**src/design/geo_tile_pkg.sv**
```systemverilog
// Shared types, constants and helper functions for the geo tile index unit.
// Used by geo_tile_prep, geo_tile_qmod and geo_tile_index_from_lonlat_unit.
// Depends on nothing else.
package geo_tile_pkg;

    // Width of the non-negative magnitudes that reach the quotient units.
    localparam int MAG_W = 34;
    localparam int ZOOM_W = 6;
    localparam int IDX_W = 16;

    // Degrees in a full turn and the odd factor that 360 and 180 share.
    localparam int LON_DEG = 360;
    localparam int MOD_BASE = 45;

    // floor(x / 360) = (x * LON_RECIP) >> LON_RECIP_SHIFT for x below 2^30.
    localparam logic [31:0] LON_RECIP = 32'd3054198967;
    localparam int LON_RECIP_SHIFT = 40;

    // floor(x / 45) = (x * RECIP45) >> RECIP45_SHIFT for any 14-bit x.
    localparam logic [13:0] RECIP45 = 14'd11651;
    localparam int RECIP45_SHIFT = 19;

    // Multiplicative inverse of 45 modulo 2^16.
    localparam logic [15:0] INV45 = 16'd20389;

    // Powers of two repeat modulo 45 with period 12, so 12-bit chunks add up.
    localparam int CHUNK_W = 12;

    typedef struct packed {
        logic [MAG_W-1:0]  lon_off;
        logic [MAG_W-1:0]  colat;
        logic [ZOOM_W-1:0] zoom;
    } prep_word_t;

    // Remainder of a 6-bit value by 12, using a reciprocal multiply.
    function automatic logic [3:0] mod12(input logic [5:0] val);
        logic [11:0] prod;
        logic [2:0]  quo;
        logic [5:0]  rem;
        prod = 12'(val) * 12'd43;
        quo  = prod[11:9];
        rem  = val - 6'(quo) * 6'd12;
        return rem[3:0];
    endfunction

endpackage

```
**src/design/geo_tile_prep.sv**
```systemverilog
// Front end of the geo tile pipeline: zoom clamp, longitude wrap, colatitude.
// Four register stages. Depends on geo_tile_pkg.
module geo_tile_prep
    import geo_tile_pkg::*;
#(
    parameter int FRAC_BITS = 20,
    parameter int MAX_ZOOM  = 62
)
(
    input  logic              clk,
    input  logic              adv,
    input  logic signed [31:0] lon_fixed,
    input  logic signed [31:0] lat_fixed,
    input  logic [15:0]       zoom_req,
    output prep_word_t        prep_word
);

    localparam int HW = 32 - FRAC_BITS;
    localparam int RW = FRAC_BITS + 9;
    localparam logic [MAG_W-1:0] QUARTER    = MAG_W'(90) << FRAC_BITS;
    localparam logic [MAG_W-1:0] HALF       = MAG_W'(180) << FRAC_BITS;
    localparam logic [MAG_W-1:0] THREE_HALF = MAG_W'(540) << FRAC_BITS;

    // Stage 1 registers.
    logic [ZOOM_W-1:0] z1_reg, z1_next;
    logic              neg1_reg, neg1_next;
    logic [31:0]       mag1_reg, mag1_next;
    logic [MAG_W-1:0]  t1_reg, t1_next;

    // Stage 2 registers.
    logic [ZOOM_W-1:0]    z2_reg;
    logic                 neg2_reg;
    logic [HW-1:0]        h2_reg, h2_next;
    logic [FRAC_BITS-1:0] f2_reg, f2_next;
    logic [HW-1:0]        q2_reg, q2_next;
    logic [MAG_W-1:0]     tm2_reg, tm2_next;
    logic [HW+39:0]       prod2;

    // Stage 3 registers.
    logic [ZOOM_W-1:0] z3_reg;
    logic              neg3_reg;
    logic [RW-1:0]     r3_reg, r3_next;
    logic [MAG_W-1:0]  tm3_reg;
    logic [HW+8:0]     b3_full;

    // Stage 4 register.
    prep_word_t        prep4_reg, prep4_next;
    logic [MAG_W-1:0]  r4_ext;

    always_comb
    begin
        z1_next   = (zoom_req > 16'(MAX_ZOOM)) ? ZOOM_W'(MAX_ZOOM) : zoom_req[ZOOM_W-1:0];
        neg1_next = lon_fixed[31];
        mag1_next = lon_fixed[31] ? (~lon_fixed + 32'd1) : lon_fixed;
        t1_next   = QUARTER - {{(MAG_W-32){lat_fixed[31]}}, lat_fixed};
    end

    always_comb
    begin
        h2_next  = mag1_reg[31:FRAC_BITS];
        f2_next  = mag1_reg[FRAC_BITS-1:0];
        prod2    = (HW+40)'(h2_next) * (HW+40)'(LON_RECIP);
        q2_next  = prod2[LON_RECIP_SHIFT +: HW];
        tm2_next = t1_reg[MAG_W-1] ? (~t1_reg + MAG_W'(1)) : t1_reg;
    end

    always_comb
    begin
        b3_full = (HW+9)'(h2_reg) - (HW+9)'(q2_reg) * (HW+9)'(LON_DEG);
        r3_next = {b3_full[8:0], f2_reg};
    end

    // A negative remainder lands below zero after the half-turn shift only when
    // it exceeds half a turn; then one more full turn is added.
    always_comb
    begin
        r4_ext = MAG_W'(r3_reg);
        if (!neg3_reg)
        begin
            prep4_next.lon_off = r4_ext + HALF;
        end
        else if (r4_ext <= HALF)
        begin
            prep4_next.lon_off = HALF - r4_ext;
        end
        else
        begin
            prep4_next.lon_off = THREE_HALF - r4_ext;
        end
        prep4_next.colat = tm3_reg;
        prep4_next.zoom  = z3_reg;
    end

    always_ff @(posedge clk)
    begin
        if (adv)
        begin
            z1_reg    <= z1_next;
            neg1_reg  <= neg1_next;
            mag1_reg  <= mag1_next;
            t1_reg    <= t1_next;
            z2_reg    <= z1_reg;
            neg2_reg  <= neg1_reg;
            h2_reg    <= h2_next;
            f2_reg    <= f2_next;
            q2_reg    <= q2_next;
            tm2_reg   <= tm2_next;
            z3_reg    <= z2_reg;
            neg3_reg  <= neg2_reg;
            r3_reg    <= r3_next;
            tm3_reg   <= tm2_reg;
            prep4_reg <= prep4_next;
        end
    end

    assign prep_word = prep4_reg;

endmodule

```
**src/design/geo_tile_qmod.sv**
```systemverilog
// Pipelined scaled quotient: floor(mag * 2^scale / (45 * 2^SHIFT)) mod 2^16.
// Five register stages. Depends on geo_tile_pkg.
module geo_tile_qmod
    import geo_tile_pkg::*;
#(
    parameter int SHIFT = 23
)
(
    input  logic             clk,
    input  logic             adv,
    input  logic [MAG_W-1:0] mag,
    input  logic [6:0]       scale,
    output logic [15:0]      quot
);

    localparam logic [6:0] SHIFT7 = 7'(SHIFT);

    // Stage 0: shift amounts.
    logic [MAG_W-1:0] mag0_reg;
    logic [4:0]       d0_reg, d0_next;
    logic [5:0]       j0_reg, j0_next;
    logic [3:0]       k0_reg, k0_next;
    logic [6:0]       j0_full;

    // Stage 1: low quotient bits of the shifted value and its chunk sum.
    logic [MAG_W-1:0] v1;
    logic [47:0]      w1;
    logic [15:0]      p1_reg, p1_next;
    logic [13:0]      s1_reg, s1_next;

    // Stage 2: chunk sum divided by 45.
    logic [27:0]      prod2;
    logic [8:0]       q2_reg, q2_next;
    logic [13:0]      s2_reg;
    logic [15:0]      p2_reg;

    // Stage 3: remainder modulo 45.
    logic [13:0]      rem3;
    logic [5:0]       m3_reg, m3_next;
    logic [15:0]      p3_reg;

    // Stage 4: exact division by 45 modulo 2^16.
    logic [15:0]      diff4;
    logic [15:0]      quot_reg, quot_next;

    always_comb
    begin
        d0_next = (SHIFT7 > scale) ? 5'(SHIFT7 - scale) : 5'd0;
        j0_full = (scale > SHIFT7) ? (scale - SHIFT7) : 7'd0;
        j0_next = j0_full[5:0];
        k0_next = mod12(j0_next);
    end

    // 2^12 is 1 modulo 45, so the sum of 12-bit chunks keeps the residue.
    always_comb
    begin
        v1      = mag0_reg >> d0_reg;
        w1      = 48'(v1) << k0_reg;
        p1_next = v1[15:0] << j0_reg;
        s1_next = 14'(w1[CHUNK_W-1:0]) + 14'(w1[2*CHUNK_W-1:CHUNK_W])
                + 14'(w1[3*CHUNK_W-1:2*CHUNK_W]) + 14'(w1[4*CHUNK_W-1:3*CHUNK_W]);
    end

    always_comb
    begin
        prod2   = 28'(s1_reg) * 28'(RECIP45);
        q2_next = prod2[RECIP45_SHIFT +: 9];
    end

    always_comb
    begin
        rem3    = s2_reg - 14'(q2_reg) * 14'(MOD_BASE);
        m3_next = rem3[5:0];
    end

    // Subtracting the residue leaves a multiple of 45, which the inverse divides.
    always_comb
    begin
        diff4     = p3_reg - 16'(m3_reg);
        quot_next = diff4 * INV45;
    end

    always_ff @(posedge clk)
    begin
        if (adv)
        begin
            mag0_reg <= mag;
            d0_reg   <= d0_next;
            j0_reg   <= j0_next;
            k0_reg   <= k0_next;
            p1_reg   <= p1_next;
            s1_reg   <= s1_next;
            q2_reg   <= q2_next;
            s2_reg   <= s1_reg;
            p2_reg   <= p1_reg;
            m3_reg   <= m3_next;
            p3_reg   <= p2_reg;
            quot_reg <= quot_next;
        end
    end

    assign quot = quot_reg;

endmodule

```
**src/design/geo_tile_index_from_lonlat_unit.sv**
```systemverilog
// Top level of the geo tile index unit: equirectangular tile from lon/lat/zoom.
// Instantiates geo_tile_prep and three geo_tile_qmod units; uses geo_tile_pkg.
//
//   Channel | Handshake               | Payload
//   --------+-------------------------+---------------------------------------------
//   point   | pt_valid / pt_stall     | lon_fixed, lat_fixed, zoom_req
//   tile    | tile_valid / tile_stall | tile_col, tile_row, tile_zoom, tile_packed
//
// Every word passes through the pipeline: four front-end stages, five
// stages in the quotient units and the output register. One word enters per
// cycle while the output is not stalled.
// Reset clears only the valid bits that travel with the words.
// A stalled output word freezes every stage at once, and pt_stall rises with
// it, so no word is dropped or repeated.
module geo_tile_index_from_lonlat_unit
    import geo_tile_pkg::*;
#(
    parameter int FRAC_BITS = 20,
    parameter int MAX_ZOOM  = 62
)
(
    input  logic               clk,
    input  logic               rst_n,
    input  logic               pt_valid,
    output logic               pt_stall,
    input  logic signed [31:0] lon_fixed,
    input  logic signed [31:0] lat_fixed,
    input  logic [15:0]        zoom_req,
    output logic               tile_valid,
    input  logic               tile_stall,
    output logic [15:0]        tile_col,
    output logic [15:0]        tile_row,
    output logic [5:0]         tile_zoom,
    output logic [47:0]        tile_packed
);

    localparam int QMOD_DEPTH = 5;
    localparam int PIPE_DEPTH = 4 + QMOD_DEPTH + 1;

    logic                  adv;
    logic                  accept;
    logic [PIPE_DEPTH-1:0] vld_reg, vld_next;

    prep_word_t            prep_word;
    logic [6:0]            col_scale;
    logic [6:0]            row_scale;
    logic [15:0]           col_quot;
    logic [15:0]           row_quot;
    logic [15:0]           fold_quot;

    logic [ZOOM_W-1:0]     zd_reg [QMOD_DEPTH];

    logic [ZOOM_W-1:0]     zq;
    logic [15:0]           idx_mask;
    logic [15:0]           col_reg, col_next;
    logic [15:0]           row_reg, row_next;
    logic [ZOOM_W-1:0]     zoom_reg;

    // The whole pipeline moves together unless the output word is held.
    assign adv      = !(tile_valid && tile_stall);
    assign pt_stall = !adv;
    assign accept   = pt_valid && adv;

    assign vld_next = {vld_reg[PIPE_DEPTH-2:0], accept};

    always_ff @(posedge clk or negedge rst_n)
    begin
        if (!rst_n)
        begin
            vld_reg <= '0;
        end
        else if (adv)
        begin
            vld_reg <= vld_next;
        end
    end

    geo_tile_prep #(
        .FRAC_BITS (FRAC_BITS),
        .MAX_ZOOM  (MAX_ZOOM)
    ) u_prep (
        .clk       (clk),
        .adv       (adv),
        .lon_fixed (lon_fixed),
        .lat_fixed (lat_fixed),
        .zoom_req  (zoom_req),
        .prep_word (prep_word)
    );

    // The column grid splits 360 degrees (45 * 8) into 2^(z+1) columns; the
    // row grid splits 180 degrees (45 * 4) into 2^z rows.
    assign col_scale = 7'(prep_word.zoom) + 7'd1;
    assign row_scale = 7'(prep_word.zoom);

    geo_tile_qmod #(
        .SHIFT (FRAC_BITS + 3)
    ) u_col (
        .clk   (clk),
        .adv   (adv),
        .mag   (prep_word.lon_off),
        .scale (col_scale),
        .quot  (col_quot)
    );

    geo_tile_qmod #(
        .SHIFT (FRAC_BITS + 2)
    ) u_row (
        .clk   (clk),
        .adv   (adv),
        .mag   (prep_word.colat),
        .scale (row_scale),
        .quot  (row_quot)
    );

    // Bit z of the raw row equals the parity of the number of whole half
    // turns in the colatitude, which tells whether the point is past the
    // south pole and the row has to fold back.
    geo_tile_qmod #(
        .SHIFT (FRAC_BITS + 2)
    ) u_fold (
        .clk   (clk),
        .adv   (adv),
        .mag   (prep_word.colat),
        .scale (7'd0),
        .quot  (fold_quot)
    );

    // The zoom level rides alongside the quotient units.
    always_ff @(posedge clk)
    begin
        if (adv)
        begin
            zd_reg[0] <= prep_word.zoom;
            for (int i = 1; i < QMOD_DEPTH; i++)
            begin
                zd_reg[i] <= zd_reg[i-1];
            end
        end
    end

    // Column and row both wrap at 2^(z+1) before the 16-bit cut; a folded
    // row is the ones' complement of the raw row within that width.
    always_comb
    begin
        zq       = zd_reg[QMOD_DEPTH-1];
        idx_mask = (zq >= 6'd15) ? 16'hFFFF
                                 : 16'((17'd1 << (zq + 6'd1)) - 17'd1);
        col_next = col_quot & idx_mask;
        row_next = (fold_quot[0] ? ~row_quot : row_quot) & idx_mask;
    end

    always_ff @(posedge clk)
    begin
        if (adv)
        begin
            col_reg  <= col_next;
            row_reg  <= row_next;
            zoom_reg <= zq;
        end
    end

    assign tile_valid  = vld_reg[PIPE_DEPTH-1];
    assign tile_col    = col_reg;
    assign tile_row    = row_reg;
    assign tile_zoom   = zoom_reg;
    assign tile_packed = {col_reg, row_reg, 10'd0, zoom_reg};

`ifndef SYNTHESIS
    a_zoom_clamped: assert property (@(posedge clk) disable iff (!rst_n)
        tile_valid |-> (tile_zoom <= 6'(MAX_ZOOM)))
        else $error("tile zoom above the clamp limit");

    a_col_in_grid: assert property (@(posedge clk) disable iff (!rst_n)
        (tile_valid && (tile_zoom < 6'd15)) |-> ((tile_col >> (tile_zoom + 6'd1)) == 16'd0))
        else $error("tile column outside the column count");

    a_row_in_grid: assert property (@(posedge clk) disable iff (!rst_n)
        (tile_valid && (tile_zoom < 6'd16)) |-> ((tile_row >> tile_zoom) == 16'd0))
        else $error("tile row outside the row count after the pole fold");

    a_accept_enters: assert property (@(posedge clk) disable iff (!rst_n)
        (pt_valid && !pt_stall) |=> vld_reg[0])
        else $error("accepted point word did not enter the pipeline");
`endif

endmodule
```
**config.mk**
```make
export PLATFORM = sky130hd
export DESIGN_NAME = geo_tile_index_from_lonlat_unit
export DESIGN_NICKNAME = d
export VERILOG_FILES = /design/src/design/geo_tile_pkg.sv /design/src/design/geo_tile_prep.sv /design/src/design/geo_tile_qmod.sv /design/src/design/geo_tile_index_from_lonlat_unit.sv
export SDC_FILE = /design/constraint.sdc
export NUM_CORES = 2
export LEC_CHECK = 0
export ABC_CLOCK_PERIOD_IN_PS = 95700
export BUFFER_PORTS_ARGS = -buffer_cell sky130_fd_sc_hd__buf_2
export CAP_MARGIN = 0
export CORE_ASPECT_RATIO = 1.4
export CORE_MARGIN = 2
export CORE_UTILIZATION = 51
export DETAILED_ROUTE_END_ITERATION = 10
export HOLD_SLACK_MARGIN = 0.15
export PLACE_DENSITY = 0.67
export SETUP_SLACK_MARGIN = 0.4
export SLEW_MARGIN = 25
export SYNTH_ARGS = -nofsm -noshare
export SYNTH_HDL_FRONTEND = slang
export SYNTH_SLANG_ARGS = --single-unit
```
**constraint.sdc**
```tcl
create_clock -name clk -period 95.7 [get_ports clk]
set_input_delay 28.71 -clock clk [delete_from_list [all_inputs] [get_ports clk]]
set_output_delay 28.71 -clock clk [all_outputs]
set_load 0.005 [all_outputs]
```
==> impl_metrics.csv <==
group,metric,value,unit
status,run_status,"complete, no violations",
worst_setup_path,setup.worst_path.start_class,"input pin",
worst_setup_path,crit-reg2reg-capture,"u_col.s1_reg[12]",
logic_synthesis,flops_latches_synth,665,
final_layout,fin_area,57250,µm²
clock_tree,clock_sinks,665,
logic_synthesis,ys_types,98,
sta,setup_total_negative_slack,0,ns
clock_tree,cts_repair_resize_count,0,
final_layout,fillers,8806,
global_routing,grt_max_degree,183,
clock_tree,post_cts_setup_repair_bufs,0,
placement,gpl.final_weighted_congestion,0.9354,
sta,max_clock_freq,17.15,MHz
worst_setup_path,worstSetupEndpointType,"primary output",
logic_synthesis,netlist.top_cell.by_area,"sky130_fd_sc_hd__edfxtp_1",
worst_setup_path,worst_setup_path_endpoint,"pt_stall",
placement,dp_hpwl,78360,µm
logic_synthesis,ys_seq_area_frac,0.3753,
logic_synthesis,syn_avg_cell_area,11.45,µm²
sta,final_hold_viol_count,0,
floorplan,design.portCount,172,
worst_setup_path,critical_path.max_fanout,57,
logic_synthesis,netlist_instances,4635,
logic_synthesis,ys_top_cells_by_area,"sky130_fd_sc_hd__edfxtp_1, sky130_fd_sc_hd__ha_1, sky130_fd_sc_hd__fa_1",
clock_tree,clock_tree.buffer_depth,3,
sta,grt_setup_unrepaired,"false",
placement,place_inst,6001,
route,wl,99730,µm
placement,place.port_buffers,161,
worst_setup_path,worst_r2r_path_depth,24,
sta,layout_worst_path_cycle_share,0.6093,
logic_synthesis,synth_top_cell_area_share,0.3706,
clock_tree,clock_insertion_delay_worst_skew,0.63,ns
global_routing,first_pass_grt_wire_length,166700,µm
route,dr.first_iter.drc_count,1878,
final_layout,stdcell_count,6126,
route,routed_via_density,5.471,
sta,worst_hold_margin,0.4017,ns
worst_setup_path,critical_r2r_launch,"u_col.d0_reg[2]",
worst_setup_path,category_of_the_most_critical_setup_path,"input pin to primary output",
global_routing,gr-usage-all-layers,0.1901,
floorplan,floorplan.die.height,385.7,µm
sta,max_slew.worst_pin.slew,1.002,ns
clock_tree,clk_transition_reported_paths,0.06,ns
logic_synthesis,synth-main-ff-cell,"sky130_fd_sc_hd__edfxtp_1",
floorplan,initial_core_util,0.5118,
floorplan,die_x,276.6,µm
final_layout,nets,5716,
logic_synthesis,ys_warn_count,0,
final_layout,largest_register_ffs,71,
logic_synthesis,edff_count_synth,655,
floorplan,fp.coreArea,103700,µm²
floorplan,dieArea,106700,µm²
logic_synthesis,async_flop_share,0.01504,
route,detail_route.first_pass.iterations,8,
sta,fin_skew,0.03145,ns
global_routing,gr-total-overflow,0,
floorplan,placement_rows,140,
clock_tree,tritoncts.num_buffers,69,
logic_synthesis,syn-cell-area,53070,µm²
sta,finalSetupViolations,0,
global_routing,grt_antenna_before_repair,1,
placement,dpl_cell_area,54880,µm²
worst_setup_path,ff2ff_setup_slack,88.19,ns
worst_setup_path,required,66.99,ns
clock_tree,cts-htree-levels,3,
worst_hold_path,hold_class,"register to register",
sta,maxSlewViolCount,0,
final_layout,layout-drive-gt1-share,0.1028,
sta,timing.max_slew.rel_slack,0.3320,
clock_tree,holdBufCountCts,0,
route,drcViolationCount,0,
sta,finalCriticalPeriod,58.31,ns
run,max-cap-violations,0,
route,routed-via-count,33513,
global_routing,grt_pass1_vias,34278,
route,route.detailed.wl_per_inst,16.28,µm
route,antenna_violating_nets_post_route,0,
clock_tree,root_buffer,"sky130_fd_sc_hd__clkbuf_16",
final_layout,layout-area-overhead-vs-synth,7.879,%
clock_tree,cts_tree,"yes",
worst_setup_path,critPathArrivalTime,29.60,ns
worst_setup_path,timing.critical_path.from,"tile_stall",
-- through the flow --
| step | utilization | setup slack, ns |
|---|---|---|
| 2_1_floorplan | - | 19.47 |
| 3_5_place_dp | 0.5292 | 37.36 |
| 3_3_place_gp | 0.5292 | 37.38 |
| 4_1_cts | 0.5518 | 37.35 |
| 6_report | 0.5521 | 37.39 |
| 5_1_grt | 0.5521 | 37.28 |
-- per-layer routing --
| metal | up-vias | global-route usage | wire length (µm) |
|---|---|---|---|
| met5 | - | 0 | 0 |
| met3 | 223 | 0.02183 | 2943 |
| li1 | 16443 | - | - |
| met4 | 0 | 0.07880 | 3683 |
| met1 | 16182 | 0.2146 | 39750 |
| met2 | 665 | 0.3629 | 53350 |
-- worst min path at each step --
stage | startpoint | to | depth (start not counted)
after floorplan | u_prep.prep_word[40] | u_col.mag0_reg[0] | 0
after detailed placement | u_prep.prep_word[40] | u_col.mag0_reg[0] | 0
final | u_col.p1_reg[8] | u_col.p2_reg[8] | 0
after global routing | u_col.p1_reg[5] | u_col.p2_reg[5] | 0
after global placement | u_prep.tm3_reg[15] | u_prep.prep_word[21] | 0
after CTS | u_col.p1_reg[5] | u_col.p2_reg[5] | 0
-- worst max-delay path, stage by stage --
cell,delay (ns)
sky130_fd_sc_hd__buf_2,0.11
sky130_fd_sc_hd__nand2_4,0.54
sky130_fd_sc_hd__inv_1,0.08
sky130_fd_sc_hd__buf_2,0.15
-- area by class of cell --
type	instances	area, µm²	share of cell area
Tap cell	1349	1688	0.02948
Clock inverter	47	538.0	0.009398
Inverter	752	2823	0.04931
Timing Repair Buffer	187	1037	0.01812
Multi-Input combinational cell	3049	29440	0.5142
Sequential cell	665	19920	0.3479
Antenna cell	1	2.502	0.00004371
Clock buffer	76	1805	0.03154
-- synth_stat cells, drive strengths merged (19+ instances only) --
library cell and instances:
a211oi 22, a21o 57, a21oi 139, a22oi 23
a31oi 19, and2 20, and3 19, buf 87
clkbuf 92, edfxtp 655, fa 294, ha 614
inv 749, mux2 73, mux2i 124, mux4 90
nand2 184, nand2b 35, nand3 62, nand4 21
nor2 228, nor2b 41, nor3 68, nor4 21
o21a 26, o21ai 143, o22ai 26, o31ai 30
or2 28, or3 28, xnor2 271, xor2 77
-- cell families (layout without fill, tap and decap cells) --
family                     count (synthesis)  in the layout  synth area share
AOI/OAI and AO/OA                        682            682           0.08691
xor gates and xnor gates                 351            351           0.05871
adders and majority gates                909            909            0.2559
buffers and inverters                    931           1062           0.07092
DFF                                      665            665            0.3753
muxes                                    287            287           0.07736
other                                      1             12        0.00007066
and+or+nand+nor                          809            809           0.07483
-- cells in the final DEF, fill, tap and decap left out, types with 16 or more instances in the layout --
cell,n
sky130_fd_sc_hd__o211ai_1,16
sky130_fd_sc_hd__nand2b_1,35
sky130_fd_sc_hd__nand2_1,183
sky130_fd_sc_hd__nand3_1,62
sky130_fd_sc_hd__ha_1,614
sky130_fd_sc_hd__nor2_1,228
sky130_fd_sc_hd__a22oi_1,23
sky130_fd_sc_hd__a21oi_1,139
sky130_fd_sc_hd__and2_1,20
sky130_fd_sc_hd__o21ai_1,24
sky130_fd_sc_hd__buf_2,161
sky130_fd_sc_hd__o31ai_1,30
sky130_fd_sc_hd__inv_1,743
sky130_fd_sc_hd__fa_1,294
sky130_fd_sc_hd__buf_4,22
sky130_fd_sc_hd__xnor2_1,271
sky130_fd_sc_hd__xor2_1,77
sky130_fd_sc_hd__and3_1,19
sky130_fd_sc_hd__a21o_1,57
sky130_fd_sc_hd__nor4_1,21
sky130_fd_sc_hd__a22o_1,18
sky130_fd_sc_hd__nor3_1,68
sky130_fd_sc_hd__mux2i_1,124
sky130_fd_sc_hd__o21a_1,26
sky130_fd_sc_hd__a31oi_1,19
sky130_fd_sc_hd__o21bai_1,16
sky130_fd_sc_hd__mux4_2,86
sky130_fd_sc_hd__o21ai_0,119
sky130_fd_sc_hd__edfxtp_1,655
sky130_fd_sc_hd__nand4_1,21
sky130_fd_sc_hd__or3_1,28
sky130_fd_sc_hd__clkbuf_16,71
sky130_fd_sc_hd__o22ai_1,26
sky130_fd_sc_hd__mux2_2,66
sky130_fd_sc_hd__nor2b_1,41
sky130_fd_sc_hd__or4_1,17
sky130_fd_sc_hd__or2_2,21
sky130_fd_sc_hd__a211oi_1,22
Power is left out: the tool's default activity adds up to more than one toggle a clock period on the data nets, which glitch-free logic cannot reach.
